File: src/design/rsde_pkg.sv
// Shared types and constants for the RISC subset decode/execute block.
// No dependencies; used by every other file through rsde_pkg:: scoped names.
package rsde_pkg;

  // Data memory geometry
  localparam int unsigned DATA_WORDS = 1024;
  localparam int unsigned DMEM_AW    = (DATA_WORDS > 1) ? $clog2(DATA_WORDS) : 1;

  // Register file geometry
  localparam int unsigned RF_DEPTH = 32;
  localparam int unsigned RF_AW    = 5;
  localparam logic [RF_AW-1:0] ZERO_REG = 5'd31;

  // Configuration port
  localparam int unsigned PADDR_W = 3;
  localparam logic [0:0]  CFG_IDX_DATA_BASE = 1'b0;

  // Input operations
  localparam logic OP_EXECUTE = 1'b0;
  localparam logic OP_PRELOAD = 1'b1;

  // Instruction categories, bits [31:29]
  localparam logic [2:0] CAT_BRANCH = 3'b001;
  localparam logic [2:0] CAT_ALUI   = 3'b010;
  localparam logic [2:0] CAT_ALUR   = 3'b011;
  localparam logic [2:0] CAT_MEM    = 3'b100;
  localparam logic [2:0] CAT_HALT   = 3'b101;

  // Compare-and-branch opcodes, bits [28:24]
  localparam logic [4:0] OPC_CBZ  = 5'd16;
  localparam logic [4:0] OPC_CBNZ = 5'd17;

  // Register-immediate opcodes, bits [28:22]
  localparam logic [6:0] OPC_ORRI = 7'd64;
  localparam logic [6:0] OPC_EORI = 7'd65;
  localparam logic [6:0] OPC_ADDI = 7'd66;
  localparam logic [6:0] OPC_SUBI = 7'd67;
  localparam logic [6:0] OPC_ANDI = 7'd68;

  // Register-register opcodes, bits [28:21]
  localparam logic [7:0] OPC_EOR = 8'd160;
  localparam logic [7:0] OPC_ADD = 8'd162;
  localparam logic [7:0] OPC_SUB = 8'd163;
  localparam logic [7:0] OPC_AND = 8'd164;
  localparam logic [7:0] OPC_ORR = 8'd165;
  localparam logic [7:0] OPC_LSR = 8'd166;
  localparam logic [7:0] OPC_LSL = 8'd167;

  // Load/store opcodes, bits [28:21]
  localparam logic [7:0] OPC_LDUR = 8'd170;
  localparam logic [7:0] OPC_STUR = 8'd171;

  // One executed transaction as it moves down the pipeline
  typedef struct packed {
    logic [31:0]      next_address;
    logic             branch_taken;
    logic             halted;
    logic             fault;
    logic             reg_write;
    logic [RF_AW-1:0] reg_index;
    logic [31:0]      reg_value;
    logic             mem_write;
    logic [31:0]      mem_address;
    logic [31:0]      mem_value;
    logic             is_load;
  } result_t;

  // Data memory access request
  typedef struct packed {
    logic               wr_en;
    logic               rd_en;
    logic [DMEM_AW-1:0] idx;
    logic [31:0]        wdata;
  } dmem_req_t;

endpackage

File: src/design/rsde_regfile.sv
// Register file: 32 x 32 synchronous RAM, two registered read ports, one write port.
// Valid bits make unwritten entries read as zero; X31 always reads zero. Uses rsde_pkg.
module rsde_regfile (
  input  logic                      clk,
  input  logic                      rst_n,
  input  logic                      rd_en,
  input  logic [rsde_pkg::RF_AW-1:0] rd_a_idx,
  input  logic [rsde_pkg::RF_AW-1:0] rd_b_idx,
  output logic [31:0]               rd_a_data,
  output logic [31:0]               rd_b_data,
  input  logic                      wr_en,
  input  logic [rsde_pkg::RF_AW-1:0] wr_idx,
  input  logic [31:0]               wr_data
);

  logic [31:0]                   rf_mem_r [rsde_pkg::RF_DEPTH];
  logic [rsde_pkg::RF_DEPTH-1:0] vld_r;
  logic [31:0]                   rd_a_raw_r;
  logic [31:0]                   rd_b_raw_r;
  logic                          rd_a_ok_r;
  logic                          rd_b_ok_r;
  logic                          wr_ok;

  assign wr_ok = wr_en && (wr_idx != rsde_pkg::ZERO_REG);

  // Write array and read both ports
  always_ff @(posedge clk) begin
    if (wr_ok) begin
      rf_mem_r[wr_idx] <= wr_data;
    end
    if (rd_en) begin
      rd_a_raw_r <= rf_mem_r[rd_a_idx];
      rd_b_raw_r <= rf_mem_r[rd_b_idx];
    end
  end

  // Track written entries and sample their valid bits with the read
  always_ff @(posedge clk) begin
    if (!rst_n) begin
      vld_r     <= '0;
      rd_a_ok_r <= 1'b0;
      rd_b_ok_r <= 1'b0;
    end else begin
      if (wr_ok) begin
        vld_r[wr_idx] <= 1'b1;
      end
      if (rd_en) begin
        rd_a_ok_r <= vld_r[rd_a_idx] && (rd_a_idx != rsde_pkg::ZERO_REG);
        rd_b_ok_r <= vld_r[rd_b_idx] && (rd_b_idx != rsde_pkg::ZERO_REG);
      end
    end
  end

  assign rd_a_data = rd_a_ok_r ? rd_a_raw_r : '0;
  assign rd_b_data = rd_b_ok_r ? rd_b_raw_r : '0;

endmodule

File: config.mk
export PLATFORM = sky130hd
export DESIGN_NAME = rsde_regfile
export DESIGN_NICKNAME = d
export VERILOG_FILES = /design/src/design/rsde_pkg.sv /design/src/design/rsde_regfile.sv
export SDC_FILE = /design/constraint.sdc
export NUM_CORES = 1
export LEC_CHECK = 0
export BUFFER_PORTS_ARGS = -buffer_cell sky130_fd_sc_hd__buf_4
export CAP_MARGIN = 20
export CORE_MARGIN = 8
export CORE_UTILIZATION = 65
export CTS_BUF_LIST = sky130_fd_sc_hd__clkbuf_16
export DETAILED_ROUTE_END_ITERATION = 16
export GPL_TIMING_DRIVEN = 0
export MAX_ROUTING_LAYER = met4
export PLACE_DENSITY_LB_ADDON = 0.12
export SLEW_MARGIN = 20
export SYNTH_ARGS = -nofsm -noshare
export SYNTH_HDL_FRONTEND = slang
export SYNTH_SLANG_ARGS = --single-unit
File: constraint.sdc
create_clock -name clk -period 4.8 [get_ports clk]
set_input_delay 0 -clock clk [delete_from_list [all_inputs] [get_ports clk]]
set_output_delay 0 -clock clk [all_outputs]
set_load 0.05 [all_outputs]
* Yosys cells after proc, flatten, opt, wreduce, memory -nomap -nowiden *
Memories as Yosys holds them, arrays and structs flattened. A register that Yosys moved wholly into a read port is not among the register bits.
Cells that the tools add are included.

word-level totals
  register bits after elaboration = 34
  memory bits (writable) = 1024
  input port bits = 51
  output and inout port bits = 64
  word-level logic and storage cells = 26
  memories kept = 1

memory list
  name      depth  width  rd ports  clocked after Yosys merged registers in  wr ports  line                source
  rf_mem_r  32     32     2         2                                        1         rsde_regfile.sv:16  logic [31:0] rf_mem_r [rsde_pkg::RF_DEPTH];

cells by class
  magnitude comparators = 4
  equality and inequality tests = 3
  muxes and demuxes = 10
  bitwise gates (word level) = 1
  reductions and logical operators = 4

operators with widths
  cell                number
  $mux 32             2
  $or 32x32->32       1
  $lt 5x6->1 const B  3
  $ne 5x5->1 const B  3
  $bmux 1 s5          2
  $demux 1 s5         1
  $ge 5x1->1 const B  1
  $mux 1              5
  $logic_and 1x1->1   4

* Logic depth before layout (Yosys ltp) *
  word-level depth = 5
  depth in mapped cells = 8
  mapped depth without buffers = 5

* Least setup slack after synthesis *
No wires, ideal clock.

  kind = input-to-reg
  start point = input port wr_idx[1] in the netlist's numbering
  end point = memory rf_mem_r[12][0] (enable)
  library setup time = 0.423 ns
  data arrival time = 1.866 ns
  data required time = 4.377 ns
  slack = 2.511 ns
  stages on the path = 3
  path buffers = 1
  cells stage by stage = or2_2 > clkbuf_1 > nor2_1

on the way
  longest elaborated chain between the ends = 4

RTL lines
  what                          line                source
  start, declared               rsde_regfile.sv:12  input logic [rsde_pkg::RF_AW-1:0] wr_idx,
  $ne 5x5->1                    rsde_regfile.sv:24  assign wr_ok = wr_en && (wr_idx != rsde_pkg::ZERO_REG);
  $logic_and 1x1->1             rsde_regfile.sv:24
  $mux 1                        rsde_regfile.sv:28  if (wr_ok) begin
  $mux 1 (implied by the code)  rsde_regfile.sv:29  rf_mem_r[wr_idx] <= wr_data;
  end, declared                 rsde_regfile.sv:16

Parallel ways exist; a longest one is shown, timed or not.

==> flow_metrics.py <==
metrics = {
    "run_status": {
        "status": "complete, no violations",
    },
    "global_route": {
        "antenna_found_initial": 9,
        "grt_start_max_net_pins": 73,
        "grt-ovfl-total": 0,
        "grt_pass1_wl_mm": 210.8,
        "gr-usage-all-layers": 0.3559,
        "grt_pass1_vias": 29398,
    },
    "power_and_ir_drop": {
        "switching_share": 0.2319,
        "max-vdd-ir-drop_uv": 365.7,
        "p_per_area_nw_per_um2": 369.9,
        "power_frac_comb": 0.095,
        "p_clk_frac": 0.394,
        "p_int_mw": 16.56,
        "switchingPower_mw": 5.000,
        "power_frac_seq": 0.511,
        "finalPower_mw": 21.56,
        "p_leak_nw": 18.84,
    },
    "clock_network": {
        "cts_root_buf": "clkbuf_16",
        "clockBufferDepth": 3,
        "post_cts_buffers": 0,
        "cts_htree_levels": 3,
        "clk_pin_slew_worst_paths_ps": 60,
        "insertion_delay_ps": 680,
        "numCtsBuffers": 110,
        "cts_tree": "yes",
        "clkSinkCount": 1121,
    },
    "worst_setup_path": {
        "start_kind": "input port",
        "crit_path_max_incr_delay_ps": 800,
        "endpoint_kind": "flop",
        "required_ps": 5170,
        "cp.arrival_ps": 2920,
        "cp_slowest_cell": "clkbuf_1",
        "worstPathMaxFanout": 10,
        "crit_top_cell": "clkbuf_1",
        "worstPathCellList": "clkbuf_1, clkbuf_1, clkbuf_1, mux4_2, nand2_1, o21ai_1",
        "worst-setup-path-type": "in2reg",
    },
    "sta": {
        "slew_viol_final": 0,
        "period_share": 0.5313,
        "rsz0062_at_grt": "false",
        "fin_skew_ps": 28.95,
        "setup_viol": 0,
        "maxSlewHeadroom": 0.2310,
        "hold_slack_ps": 116.4,
        "setup_ws_ps": 2250,
        "fmax_mhz": 392.1,
        "worst_slew_pin_slew_ps": 1153,
        "hold_violations": 0,
        "fin_crit_ps": 2550,
        "setup_tns_ps": 0,
    },
    "logic_synthesis": {
        "synth_seq_cells": 1121,
        "yosysSeqAreaShare": 0.6548,
        "synth_cell_type_count": 35,
        "synth_flop_cell": "edfxtp_1",
        "async_reset_ff_frac": 0,
        "synthesis.area_um2": 50910,
        "synth-edff-count": 1088,
        "yosys_warnings": 0,
        "syn-instance-count": 2322,
        "postSynthAreaPerCell_um2": 21.92,
    },
    "floorplan": {
        "dieHeight_um": 295.9,
        "die_w_um": 295.9,
        "fp.coreArea_um2": 77470,
        "design.die.area_um2": 87530,
        "ios": 115,
        "start_util": 0.6572,
        "rows": 102,
    },
    "finish": {
        "finalInstanceArea_um2": 58290,
        "final_util": 0.7524,
        "drive_gt1_frac": 0.3908,
        "final_nets": 2702,
        "syn_to_final_growth_pct": 14.50,
        "fin_cells": 3798,
    },
    "place": {
        "dp_hpwl_mm": 99.83,
        "place_area_um2": 54390,
        "gp_congestion": 0.9456,
        "port_buffers": 105,
        "placed_cells": 3544,
        "dp_slack_ps": 1701,
    },
    "routing": {
        "routedWlPerCell_um": 39.14,
        "firstDrtPassIters": 6,
        "drc": 0,
        "drt.antenna.violating_nets": 0,
        "vias": 28876,
        "routed_wl_mm": 148.6,
        "viasPerCell": 7.603,
        "first_iter_violations": 4795,
    },
    "flow_run": {
        "drv_cap": 0,
    },
    "worst_hold_path": {
        "hp-class": "in2reg",
    },
}
## what timing repair did
action                                 4_1_cts  5_1_grt
gates resized for setup                      0        0
hold buffers                                35        0
endpoints found under the hold margin     1065        0
setup endpoints to repair                    0        0
## critical path, delay by kind of cell
| family | cells | cell delay [ps] |
|---|---|---|
| mux | 1 | 500 |
| compound gates | 1 | 130 |
| simple gates | 1 | 100 |
| buf+inv | 3 | 2170 |
## layer usage
metal | part of all wire | wire length, um | global-route usage
met5 | 0 | 0 | -
met4 | 0.040 | 5926 | 0.1309
met3 | 0.14 | 21120 | 0.1094
met2 | 0.48 | 71710 | 0.5422
met1 | 0.34 | 49890 | 0.4594
## power groups by stage
stage / logic, mW / registers, mW / clock network (mW)
2_1_floorplan: 1.20 / 11.2 / 0
3_3_place_gp: 1.87 / 11.2 / 0
3_5_place_dp: 1.96 / 11.2 / 0
4_1_cts: 2.00 / 11.0 / 8.50
5_1_grt: 2.11 / 11.0 / 8.85
6_report: 2.04 / 11.0 / 8.50
## layout make-up
type / instances / area [um2]
flip-flops and latches: 1121 / 33330
fillers: 4101 / 19180
well taps: 1040 / 1301
repair buffers: 186 / 2180
inverters: 65 / 244.0
plain buffers: 179 / 988.4
multi-input cells: 988 / 16700
clock inverters: 96 / 689.4
clock buffers: 113 / 2828
diodes: 10 / 25.02
## flip-flops by register name (all words and copies together), names as in the netlist
signal      flops
rf_mem_r     1024
rd_b_raw_r     32
vld_r          31
rd_b_ok_r       1
rd_a_ok_r       1
rd_a_raw_r     32
## path summary, 6_finish.rpt
check	to	startpoint	depth (start not counted)	slack, ps
min reg2reg	vld_r[28]	vld_r[28]	1	500
max	rd_a_raw_r[2]	rd_a_idx[3]	6	2250
min	rf_mem_r[28][8]	wr_idx[2]	3	120
max reg2reg	rd_b_raw_r[13]	rf_mem_r[13][13]	4	2760
## synthesized netlist by cell type (all sizes together), types with 2 or more instances
master	count	share of area
edfxtp	1088	0.64
mux4	652	0.29
buf	110	0.014
nand2	72	0.0053
clkbuf	69	0.0051
o21ai	66	0.0065
inv	65	0.0048
and2	64	0.0079
dfxtp	33	0.013
nor2	32	0.0024
o21a	31	0.0046
mux2i	5	0.00098
nor2b	5	0.00061
mux2	4	0.00088
nand3	4	0.00039
a2111oi	2	0.00034
nand2b	2	0.00025
nor3b	2	0.00029
nor4	2	0.00025
o221ai	2	0.00034
o41ai	2	0.00034
## cell usage in the layout, fill, tap and decap left out, drive strengths merged
cell type,synthesis,routed
nand4b,1,1
nand3,4,4
o211ai,1,1
mux2,4,4
dlygate4sd3,0,35
o2111ai,1,1
nor2,32,32
nor2b,5,5
or2,1,1
dfxtp,33,33
nor3b,2,2
inv,65,93
diode,0,10
clkinvlp,0,4
o32a,1,1
o221ai,2,2
nand4,1,1
buf,110,260
a2111oi,2,2
o41ai,2,2
conb,1,32
clkinv,0,54
nand2,72,72
mux2i,5,5
bufinv,0,10
and3,1,1
nor4,2,2
and3b,1,1
o21a,31,31
edfxtp,1088,1088
clkbuf,69,183
and2,64,64
nand2b,2,2
mux4,652,652
o21ai,66,66
and4,1,1
## kinds of logic (layout without fill, tap and decap cells)
family                 Yosys count  after routing  share of synthesized area
flip-flops                    1121           1121                     0.6548
multiplexers                   661            661                     0.2903
buffers and inverters          244            639                    0.02404
AND/OR/NAND/NOR                189            189                    0.01821
AO/OA/AOI/OAI                  106            106                    0.01261
other                            1             42                 0.00007366
Note: power is estimated with default switching activity, not from simulation.
